$ cat config.mk
export PLATFORM = sky130hd
export DESIGN_NAME = delimiter_token_splitter_core
export DESIGN_NICKNAME = d
export VERILOG_FILES = /design/src/dts_pkg.sv /design/src/delimiter_token_splitter_core.sv /design/src/dts_front.sv /design/src/dts_queue.sv /design/src/dts_back.sv
export SDC_FILE = /design/constraint.sdc
export NUM_CORES = 1
export LEC_CHECK = 0
export BUFFER_PORTS_ARGS = -buffer_cell sky130_fd_sc_hd__buf_2
export CAP_MARGIN = 0
export CORE_MARGIN = 10
export CORE_UTILIZATION = 60
export CTS_CLUSTER_DIAMETER = 80
export DETAILED_ROUTE_END_ITERATION = 6
export GPL_TIMING_DRIVEN = 0
export HOLD_SLACK_MARGIN = 0.03
export PLACE_DENSITY = 0.75
export SLEW_MARGIN = 20
export SYNTH_ARGS = -nofsm -noshare
export SYNTH_HDL_FRONTEND = slang
export SYNTH_HIERARCHICAL = 1
export SYNTH_SLANG_ARGS = --single-unit
export TNS_END_PERCENT = 1
$ cat constraint.sdc
create_clock -name clk -period 7.8 [get_ports clk]
set_input_delay 1.56 -clock clk [delete_from_list [all_inputs] [get_ports clk]]
set_output_delay 1.56 -clock clk [all_outputs]
set_load 0.005 [all_outputs]
$ cat src/dts_pkg.sv
// Shared types, constants and helpers for the delimiter token splitter.
`default_nettype none
package dts_pkg;

    localparam int MAX_DELIM  = 8;
    localparam int BYTE_W     = 8;
    localparam int LEN_W      = 4;
    localparam int FILL_W     = 3;
    localparam int DELIM_W    = MAX_DELIM * BYTE_W;
    localparam int CFG_IDX_W  = 4;
    localparam int CFG_DATA_W = DELIM_W;

    localparam logic [CFG_IDX_W-1:0] REG_DELIM_LEN   = 4'd0;
    localparam logic [CFG_IDX_W-1:0] REG_DELIM_BYTES = 4'd1;

    localparam logic [LEN_W-1:0]   RST_DELIM_LEN   = 4'd1;
    localparam logic [DELIM_W-1:0] RST_DELIM_BYTES = 64'd44;

    localparam int QUEUE_DEPTH = 2;
    localparam int QPTR_W      = 1;
    localparam int QCNT_W      = 2;

    // One queue entry: the token bytes one input beat produces.
    typedef struct packed {
        logic [MAX_DELIM-1:0][BYTE_W-1:0] bytes;
        logic [LEN_W-1:0]                 count;
        logic                             first_new;
        logic                             str_end;
    } dts_job_t;

    // Delimiter length clamped to 1..MAX_DELIM.
    function automatic logic [LEN_W-1:0] eff_len(input logic [LEN_W-1:0] raw);
        logic [LEN_W-1:0] l;
        begin
            l = raw;
            if (raw == '0)
            begin
                l = LEN_W'(1);
            end
            else if (raw > LEN_W'(MAX_DELIM))
            begin
                l = LEN_W'(MAX_DELIM);
            end
            return l;
        end
    endfunction

endpackage
`default_nettype wire

$ cat src/delimiter_token_splitter_core.sv
// Top level of the delimiter token splitter: front end, job queue and emitter.
// Each result beat is held in the job queue and then in the output register.
// Throughput: one input beat per cycle while in_stall is low; an input beat with
// k results holds the emitter for k output beats, so the end-of-string flush
// emits up to eight bytes. Reset empties the window fill (not its bytes), clears
// the token state and the queue, and sets the delimiter to one byte, a comma.
`default_nettype none
module delimiter_token_splitter_core (
    input  wire logic                            clk,
    input  wire logic                            rst_n,
    input  wire logic                            cfg_we,
    input  wire logic [dts_pkg::CFG_IDX_W-1:0]   cfg_index,
    input  wire logic [dts_pkg::CFG_DATA_W-1:0]  cfg_data,
    input  wire logic                            in_valid,
    output logic                                 in_stall,
    input  wire logic [dts_pkg::BYTE_W-1:0]      data_byte,
    input  wire logic                            is_last,
    output logic                                 out_valid,
    input  wire logic                            out_stall,
    output logic [dts_pkg::BYTE_W-1:0]           out_byte,
    output logic                                 new_token,
    output logic                                 run_last,
    output logic                                 string_done
);

    logic               push_valid;
    logic               push_stall;
    dts_pkg::dts_job_t  push_job;
    logic               head_valid;
    logic               pop;
    dts_pkg::dts_job_t  head_job;

    dts_front u_front (
        .clk        (clk),
        .rst_n      (rst_n),
        .cfg_we     (cfg_we),
        .cfg_index  (cfg_index),
        .cfg_data   (cfg_data),
        .in_valid   (in_valid),
        .in_stall   (in_stall),
        .data_byte  (data_byte),
        .is_last    (is_last),
        .push_valid (push_valid),
        .push_stall (push_stall),
        .push_job   (push_job)
    );

    dts_queue u_queue (
        .clk        (clk),
        .rst_n      (rst_n),
        .push_valid (push_valid),
        .push_stall (push_stall),
        .push_job   (push_job),
        .head_valid (head_valid),
        .pop        (pop),
        .head_job   (head_job)
    );

    dts_back u_back (
        .clk         (clk),
        .rst_n       (rst_n),
        .head_valid  (head_valid),
        .head_job    (head_job),
        .pop         (pop),
        .out_valid   (out_valid),
        .out_stall   (out_stall),
        .out_byte    (out_byte),
        .new_token   (new_token),
        .run_last    (run_last),
        .string_done (string_done)
    );

endmodule
`default_nettype wire

$ cat src/dts_front.sv
// Front end: configuration registers, match window and job building.
`default_nettype none
module dts_front (
    input  wire logic                            clk,
    input  wire logic                            rst_n,
    input  wire logic                            cfg_we,
    input  wire logic [dts_pkg::CFG_IDX_W-1:0]   cfg_index,
    input  wire logic [dts_pkg::CFG_DATA_W-1:0]  cfg_data,
    input  wire logic                            in_valid,
    output logic                                 in_stall,
    input  wire logic [dts_pkg::BYTE_W-1:0]      data_byte,
    input  wire logic                            is_last,
    output logic                                 push_valid,
    input  wire logic                            push_stall,
    output dts_pkg::dts_job_t                    push_job
);

    logic [dts_pkg::LEN_W-1:0]                          delim_len_reg;
    logic [dts_pkg::DELIM_W-1:0]                        delim_bytes_reg;
    logic [dts_pkg::MAX_DELIM-1:0][dts_pkg::BYTE_W-1:0] win_reg;
    logic [dts_pkg::MAX_DELIM-1:0][dts_pkg::BYTE_W-1:0] win_next;
    logic [dts_pkg::FILL_W-1:0]                         fill_reg;
    logic [dts_pkg::FILL_W-1:0]                         fill_next;
    logic                                               tok_reg;
    logic                                               tok_next;

    logic [dts_pkg::MAX_DELIM-1:0][dts_pkg::BYTE_W-1:0] w;
    logic [dts_pkg::MAX_DELIM-1:0][dts_pkg::BYTE_W-1:0] d;
    logic [dts_pkg::LEN_W-1:0]                          len;
    logic [dts_pkg::LEN_W-1:0]                          len_m1;
    logic [dts_pkg::LEN_W-1:0]                          fill1;
    logic                                               full;
    logic                                               match;
    logic                                               accept;
    logic                                               cfg_hit;

    assign in_stall = push_stall;
    assign accept   = in_valid && !push_stall;
    assign len      = dts_pkg::eff_len(delim_len_reg);
    assign len_m1   = len - dts_pkg::LEN_W'(1);
    assign fill1    = {1'b0, fill_reg} + dts_pkg::LEN_W'(1);
    assign full     = (fill1 == len);
    assign d        = delim_bytes_reg;
    assign cfg_hit  = cfg_we && ((cfg_index == dts_pkg::REG_DELIM_LEN) ||
                                 (cfg_index == dts_pkg::REG_DELIM_BYTES));

    always_comb
    begin
        w = win_reg;
        w[fill_reg] = data_byte;
    end

    // Entries past the delimiter length always compare equal.
    always_comb
    begin
        match = 1'b1;
        for (int k = 0; k < dts_pkg::MAX_DELIM; k++)
        begin
            if ((dts_pkg::LEN_W'(k) < len) && (w[k] != d[k]))
            begin
                match = 1'b0;
            end
        end
    end

    always_comb
    begin
        push_job.bytes     = w;
        push_job.first_new = !tok_reg;
        push_job.str_end   = is_last;
        if (is_last)
        begin
            push_job.count = (full && match) ? '0 : fill1;
        end
        else
        begin
            push_job.count = (full && !match) ? dts_pkg::LEN_W'(1) : '0;
        end
    end

    assign push_valid = accept && (push_job.count != '0);

    always_comb
    begin
        win_next  = w;
        fill_next = fill_reg;
        tok_next  = tok_reg;
        if (is_last)
        begin
            fill_next = '0;
            tok_next  = 1'b0;
        end
        else if (full && match)
        begin
            fill_next = '0;
            tok_next  = 1'b0;
        end
        else if (full)
        begin
            for (int k = 0; k < dts_pkg::MAX_DELIM - 1; k++)
            begin
                win_next[k] = w[k + 1];
            end
            fill_next = len_m1[dts_pkg::FILL_W-1:0];
            tok_next  = 1'b1;
        end
        else
        begin
            fill_next = fill1[dts_pkg::FILL_W-1:0];
        end
    end

    always_ff @(posedge clk or negedge rst_n)
    begin
        if (!rst_n)
        begin
            delim_len_reg   <= dts_pkg::RST_DELIM_LEN;
            delim_bytes_reg <= dts_pkg::RST_DELIM_BYTES;
            fill_reg        <= '0;
            tok_reg         <= 1'b0;
        end
        else if (cfg_hit)
        begin
            if (cfg_index == dts_pkg::REG_DELIM_LEN)
            begin
                delim_len_reg <= cfg_data[dts_pkg::LEN_W-1:0];
            end
            else
            begin
                delim_bytes_reg <= cfg_data;
            end
            fill_reg <= '0;
            tok_reg  <= 1'b0;
        end
        else if (accept)
        begin
            fill_reg <= fill_next;
            tok_reg  <= tok_next;
        end
    end

    always_ff @(posedge clk)
    begin
        if (accept && !cfg_hit)
        begin
            win_reg <= win_next;
        end
    end

endmodule
`default_nettype wire

$ cat src/dts_queue.sv
// Short job queue between the front end and the emitter.
`default_nettype none
module dts_queue (
    input  wire logic              clk,
    input  wire logic              rst_n,
    input  wire logic              push_valid,
    output logic                   push_stall,
    input  wire dts_pkg::dts_job_t push_job,
    output logic                   head_valid,
    input  wire logic              pop,
    output dts_pkg::dts_job_t      head_job
);

    dts_pkg::dts_job_t               entry_reg [dts_pkg::QUEUE_DEPTH];
    logic [dts_pkg::QPTR_W-1:0]      wr_ptr_reg;
    logic [dts_pkg::QPTR_W-1:0]      rd_ptr_reg;
    logic [dts_pkg::QCNT_W-1:0]      cnt_reg;
    logic [dts_pkg::QCNT_W-1:0]      cnt_next;
    logic                            do_push;
    logic                            do_pop;

    assign push_stall = (cnt_reg == dts_pkg::QCNT_W'(dts_pkg::QUEUE_DEPTH));
    assign head_valid = (cnt_reg != '0);
    assign head_job   = entry_reg[rd_ptr_reg];
    assign do_push    = push_valid && !push_stall;
    assign do_pop     = pop && head_valid;

    always_comb
    begin
        cnt_next = cnt_reg;
        if (do_push && !do_pop)
        begin
            cnt_next = cnt_reg + dts_pkg::QCNT_W'(1);
        end
        else if (do_pop && !do_push)
        begin
            cnt_next = cnt_reg - dts_pkg::QCNT_W'(1);
        end
    end

    always_ff @(posedge clk or negedge rst_n)
    begin
        if (!rst_n)
        begin
            wr_ptr_reg <= '0;
            rd_ptr_reg <= '0;
            cnt_reg    <= '0;
        end
        else
        begin
            cnt_reg <= cnt_next;
            if (do_push)
            begin
                wr_ptr_reg <= wr_ptr_reg + dts_pkg::QPTR_W'(1);
            end
            if (do_pop)
            begin
                rd_ptr_reg <= rd_ptr_reg + dts_pkg::QPTR_W'(1);
            end
        end
    end

    always_ff @(posedge clk)
    begin
        if (do_push)
        begin
            entry_reg[wr_ptr_reg] <= push_job;
        end
    end

endmodule
`default_nettype wire

$ cat src/dts_back.sv
// Emitter: walks each queued job and drives one output beat per byte.
`default_nettype none
module dts_back (
    input  wire logic                        clk,
    input  wire logic                        rst_n,
    input  wire logic                        head_valid,
    input  wire dts_pkg::dts_job_t           head_job,
    output logic                             pop,
    output logic                             out_valid,
    input  wire logic                        out_stall,
    output logic [dts_pkg::BYTE_W-1:0]       out_byte,
    output logic                             new_token,
    output logic                             run_last,
    output logic                             string_done
);

    logic [dts_pkg::FILL_W-1:0]  idx_reg;
    logic [dts_pkg::FILL_W-1:0]  idx_next;
    logic                        out_valid_reg;
    logic [dts_pkg::BYTE_W-1:0]  byte_reg;
    logic                        new_reg;
    logic                        run_last_reg;
    logic                        done_reg;
    logic                        load;
    logic                        job_end;

    assign load    = head_valid && (!out_valid_reg || !out_stall);
    assign job_end = ({1'b0, idx_reg} == (head_job.count - dts_pkg::LEN_W'(1)));
    assign pop     = load && job_end;

    always_comb
    begin
        idx_next = idx_reg;
        if (load)
        begin
            idx_next = job_end ? '0 : idx_reg + dts_pkg::FILL_W'(1);
        end
    end

    always_ff @(posedge clk or negedge rst_n)
    begin
        if (!rst_n)
        begin
            idx_reg       <= '0;
            out_valid_reg <= 1'b0;
        end
        else
        begin
            idx_reg <= idx_next;
            if (load)
            begin
                out_valid_reg <= 1'b1;
            end
            else if (!out_stall)
            begin
                out_valid_reg <= 1'b0;
            end
        end
    end

    always_ff @(posedge clk)
    begin
        if (load)
        begin
            byte_reg     <= head_job.bytes[idx_reg];
            new_reg      <= head_job.first_new && (idx_reg == '0);
            run_last_reg <= job_end;
            done_reg     <= job_end && head_job.str_end;
        end
    end

    assign out_valid   = out_valid_reg;
    assign out_byte    = byte_reg;
    assign new_token   = new_reg;
    assign run_last    = run_last_reg;
    assign string_done = done_reg;

endmodule
`default_nettype wire
After elaboration in Yosys (flattened, before gate mapping)
Memories as Yosys holds them, arrays and structs flattened.
Index checks and enable logic that the tools add are counted.

storage, ports and cells
  memories kept = 1
  word-level logic and storage cells = 138
  bits in registers = 155
  input port bits = 82
  output and inout bits = 13
  bits in writable memories = 140

memory list
  name               words  width  rd ports  clocked after memory_dff  wr ports  RTL line         source
  u_queue.entry_reg  2      70     1         0                         1         dts_queue.sv:14  dts_pkg::dts_job_t entry_reg [dts_pkg::QUEUE_DEPTH];

cells by class
  bitwise gates (word level) = 1
  $lt $le $gt $ge = 12
  muxes and demuxes = 38
  add/subtract/negate cells = 8
  equality and inequality tests = 13
  reduce and logical (&&, ||, !) cells = 44

operator list
  kind                   number
  $mux W56               3
  $bwmux W64             1
  $ne A8 B8 Y1           8
  $bmux W8 S3            1
  $demux W8 S3           1
  $logic_and A1 B1 Y1    23
  $mux W1                18
  $mux W3                6
  $lt A3 B4 Y1 const A   4
  $mux W4                4
  $mux W8                2
  $logic_not A1 Y1       8
  $logic_not A4 Y1       2
  $lt A1 B4 Y1 const A   2
  $lt A2 B4 Y1 const A   2
  $lt A3 B4 Y1 const B   2
  $reduce_bool A4 Y1     2
  $reduce_and A2 Y1      3
  $reduce_bool A2 Y1     3
  $add A3 B1 Y4 const B  1
  $eq A3 B4 Y1           1
  $eq A4 B1 Y1 const B   1
  $eq A4 B4 Y1           1
  $gt A4 B4 Y1 const B   1
  13 further kinds       16

Logic depth before layout (Yosys ltp)
  depth after elaboration = 26
  gate-level depth with buffers = 16
  depth with buffers taken out = 14

Modules after synthesis
Netlist, hierarchy kept.

modules (own cells, without submodules)
  module     area each (µm²)  cells each  times used
  dts_front  8,060.2          721         1
  dts_queue  5,602.9          237         1
  dts_back   1,194.9          75          1

Worst setup path after synthesis
Ideal clock, no wire load.

  path kind = input-to-reg
  from = input port data_byte[6] (netlist bit)
  to = memory u_queue/entry_reg[0][0] (netlist bit), enable pin
  library setup time = 0.499 ns
  slack = 0.941 ns
  data arrival time = 6.361 ns
  required time = 7.301 ns
  path buffers = 2
  stages on the path = 11
  path through = clkbuf_1 -> clkbuf_1 -> xor2_1 -> nor4_1 -> a21oi_1 -> o32ai_1 -> a31oi_1 -> nor3_2 -> a211oi_1 -> nand2_1 -> nor2_1

between the ends
  cells in the longest elaborated chain, start to end = 20
  elaborated cells on any way between the ends = 36

ends and longest elaborated chain
  what                             RTL line                             source
  start: declaration               delimiter_token_splitter_core.sv:16  input wire logic [dts_pkg::BYTE_W-1:0] data_byte,
  $bwmux W64 *                     dts_front.sv:50                      w[fill_reg] = data_byte;
  $ne A8 B8 Y1                     dts_front.sv:59                      if ((dts_pkg::LEN_W'(k) < len) && (w[k] != d[k]))
  $logic_and A1 B1 Y1              dts_front.sv:59
  $mux W1 (7 in series)            dts_front.sv:59
  $mux W1 *                        dts_front.sv:59
  $logic_not A1 Y1                 dts_front.sv:77                      push_job.count = (full && !match) ? dts_pkg::LEN_W'(1) : '0;
  $logic_and A1 B1 Y1              dts_front.sv:77
  $mux W1                          dts_front.sv:77
  $mux W4 *                        dts_front.sv:71                      if (is_last)
  $reduce_bool A4 Y1 *             dts_front.sv:81                      assign push_valid = accept && (push_job.count != '0);
  $logic_and A1 B1 Y1 *            dts_front.sv:81
  named net push_valid             delimiter_token_splitter_core.sv:26  logic push_valid;
  $logic_and A1 B1 Y1 *            dts_queue.sv:25                      assign do_push = push_valid && !push_stall;
  $mux W1 *                        dts_queue.sv:65                      if (do_push)
  $mux W1 (not written as such) *  dts_queue.sv:67                      entry_reg[wr_ptr_reg] <= push_job;
  end: declaration                 dts_queue.sv:14

Mark *: on every way through the listed nets, which the timed path passes. The rest lies on a longest branch.

Worst setup path after layout
  from = input port data_byte[6] (netlist bit)
  to = memory u_queue/entry_reg[0][17] (netlist bit), enable pin

The elaborated chain is that of the path after synthesis.

==> flow_metrics.env <==
export IMPL_pwr_share_comb=0.382
export IMPL_clkSinkCount=295
export IMPL_p_seq_frac=0.384
export IMPL_drtIter0Drc=859
export IMPL_fin_crit_sh=0.746
export IMPL_yosysWarnings=6
export IMPL_async_reset_ff_frac=0.271
export IMPL_coreArea_um2=24300
export IMPL_crit_family="buffers and inverters"
export IMPL_pin_count=95
export IMPL_grt_max_degree=50
export IMPL_die_width_um=177
export IMPL_fmax_mhz=172
export IMPL_numCtsBuffers=31
export IMPL_path_class="input pin to register"
export IMPL_n_fill_cell=1668
export IMPL_path_cells="clkbuf_1 > clkbuf_1 > mux2i_1 > xnor2_1 > nor4_1 > a31oi_1 > nor3_2 > a211oi_1 > nand2_1 > nor2_4 > buf_16 > buf_16"
export IMPL_finalSetupViolCount=0
export IMPL_finalPower_mw=6.62
export IMPL_cts_tree="yes"
export IMPL_fin_area_um2=17000
export IMPL_final_hold_viol_count=0
export IMPL_clkPwrFrac=0.234
export IMPL_diodes=0
export IMPL_rsz0062_at_grt="false"
export IMPL_fp_dieH_um=177
export IMPL_wl_per_cell_um=23.5
export IMPL_via_count=9048
export IMPL_fp_row_count=57
export IMPL_dp_hpwl_um=26000
export IMPL_cts_root_buf="clkbuf_16"
export IMPL_crit_arrival_ns=6.08
export IMPL_viasPerCell=5.99
export IMPL_path_buf_inv=4
export IMPL_place_area_um2=15900
export IMPL_switching_share=0.329
export IMPL_worst_pin_slew_ns=0.962
export IMPL_port_buffers=89
export IMPL_grt_pass1_wl_um=54400
export IMPL_grt_pass1_vias=9132
export IMPL_clock_latency_ns=0.57
export IMPL_slew_headroom=0.355
export IMPL_cp_required_ns=8.06
export IMPL_place_inst=1453
export IMPL_crit_path_max_incr_delay_ns=0.68
export IMPL_powerDensity_nw_per_um2=389
export IMPL_slew_violations=0
export IMPL_gp_congestion=0.954
export IMPL_grt_ovfl_total=0
export IMPL_postSynthNetCount=1121
export IMPL_synth_cell_type_count=80
export IMPL_cp_max_fo=21
export IMPL_drive_gt1_frac=0.312
export IMPL_synth_edf_count=215
export IMPL_largest_reg_flops=140
export IMPL_period_needed_ns=5.82
export IMPL_crit_slowest_cell="clkbuf_1"
export IMPL_hold_class="register to register"
export IMPL_drc=0
export IMPL_leakagePower_nw=7.29
export IMPL_setup_slack_ns=1.98
export IMPL_synthCells=1033
export IMPL_antenna_left=0
export IMPL_fin_cells=1511
export IMPL_dr_pass1_iters=5
export IMPL_whs_ns=0.487
export IMPL_clk_pin_slew_worst_paths_ns=0.06
export IMPL_drv_cap=0
export IMPL_drt_wl_total_um=35600
export IMPL_cts_buffer_depth=3
export IMPL_hold_buffers=0
export IMPL_ys_dominant_reg_cell="edfxtp_1"
export IMPL_nets=1250
export IMPL_grt_usage=0.225
export IMPL_antenna_found_initial=0
export IMPL_pre_cts_ws_ns=1.56
export IMPL_synth_seq_cells=295
export IMPL_seq_area_frac_synth=0.570
export IMPL_synth_area_um2=14900
export IMPL_start_util=0.611
export IMPL_htree_levels=1
export IMPL_p_sw_mw=2.18
export IMPL_status="completed"
export IMPL_finalClockSkew_ns=0.0194
export IMPL_fp_dieArea_um2=31500
export IMPL_cts_resized=0
export IMPL_intPower_mw=4.44
export IMPL_ir_drop_mv=0.228
export IMPL_area_growth_pct=14.5
export IMPL_start_kind="input pin"
export IMPL_post_cts_buffers=0
export IMPL_syn_avg_cell_area_um2=14.4
export IMPL_cp_end_kind="register"
-- Yosys cell counts, drive strengths merged, types with 10 or more instances --
master / instances / area share
mux2i: 96 / 0.065
nand2: 26 / 0.0067
mux4: 16 / 0.027
xnor2: 33 / 0.019
mux2: 149 / 0.13
a21oi: 26 / 0.0090
nor2b: 12 / 0.0051
xor2: 28 / 0.017
o21ai: 10 / 0.0034
dfrtp: 76 / 0.13
nor2: 39 / 0.0099
o22ai: 13 / 0.0055
buf: 42 / 0.030
inv: 95 / 0.024
clkbuf: 17 / 0.0043
edfxtp: 215 / 0.43
-- layer usage --
layer | GRT usage | vias up | share of wire
met5 | 0 | - | 0
met4 | 0.0646 | 0 | 0.022
met3 | 0.0402 | 61 | 0.085
met2 | 0.354 | 415 | 0.46
met1 | 0.315 | 4506 | 0.43
li1 | - | 4066 | -
-- cell type report --
class / count / area, um2 / area share
buffer: 59 / 514 / 0.0302
tap: 324 / 405 / 0.0238
timing repair buffer: 96 / 626 / 0.0368
clock inverter: 16 / 213 / 0.0125
sequential: 295 / 8460 / 0.498
multi-input combinational: 583 / 5550 / 0.326
inverter: 96 / 362 / 0.0213
clock buffer: 42 / 877 / 0.0516
-- stage by stage --
step / TNS (ns) / util
finish: 0 / 0.699
floorplan: 0 / -
global route: 0 / 0.699
detailed placement: 0 / 0.654
global placement: -136.46 / 0.646
CTS: 0 / 0.699
-- final timing paths --
path                                     start                  endpoint  slack [ns]  cells after the start
max                               data_byte[6]  u_queue/entry_reg[0][17]        1.98                     12
min                         u_queue/cnt_reg[1]        u_queue/cnt_reg[1]        0.49                      1
max reg2reg                u_front/fill_reg[0]  u_queue/entry_reg[0][17]        2.57                     14
min reg2reg                 u_queue/cnt_reg[1]        u_queue/cnt_reg[1]        0.49                      1
max in group asynchronous                rst_n             u_front/d[22]        6.20                      2
min in group asynchronous                rst_n        u_queue/wr_ptr_reg        0.97                      1
-- power groups by stage --
| stage | registers, mW | logic [mW] | clock network (mW) |
|---|---|---|---|
| after floorplan | 2.51 | 1.82 | 0 |
| after global placement | 2.57 | 2.38 | 0 |
| after detailed placement | 2.56 | 2.50 | 0 |
| after CTS | 2.54 | 2.51 | 1.57 |
| after global routing | 2.58 | 2.70 | 1.64 |
| final | 2.54 | 2.53 | 1.55 |
-- cell families (layout without fill, tap and decap cells) --
group / Yosys count / count (layout) / synth area share
flops: 295 / 295 / 0.570
mux: 261 / 261 / 0.224
buf+inv: 155 / 309 / 0.0589
simple gates: 147 / 147 / 0.0532
compound gates: 108 / 108 / 0.0534
xor+xnor: 61 / 61 / 0.0360
fa+ha+maj: 6 / 6 / 0.00505
-- layout by cell type, fill, tap and decap left out, types with 7 or more instances in the layout --
cell type / instances
edfxtp_1: 215
buf_12: 14
inv_1: 94
nand2b_1: 8
nand3_1: 8
nor3_1: 7
nor2_1: 37
buf_4: 16
clkbuf_1: 22
mux2i_1: 94
mux2_4: 76
nand2_1: 25
buf_2: 97
clkbuf_16: 31
a21oi_1: 25
xnor2_1: 33
xor2_1: 28
mux4_1: 9
clkinv_2: 8
mux2_2: 69
mux4_2: 7
nor4_1: 9
o22ai_1: 13
nor2b_1: 12
o21ai_0: 10
dfrtp_1: 76
Power figures use the tool's default switching activity.
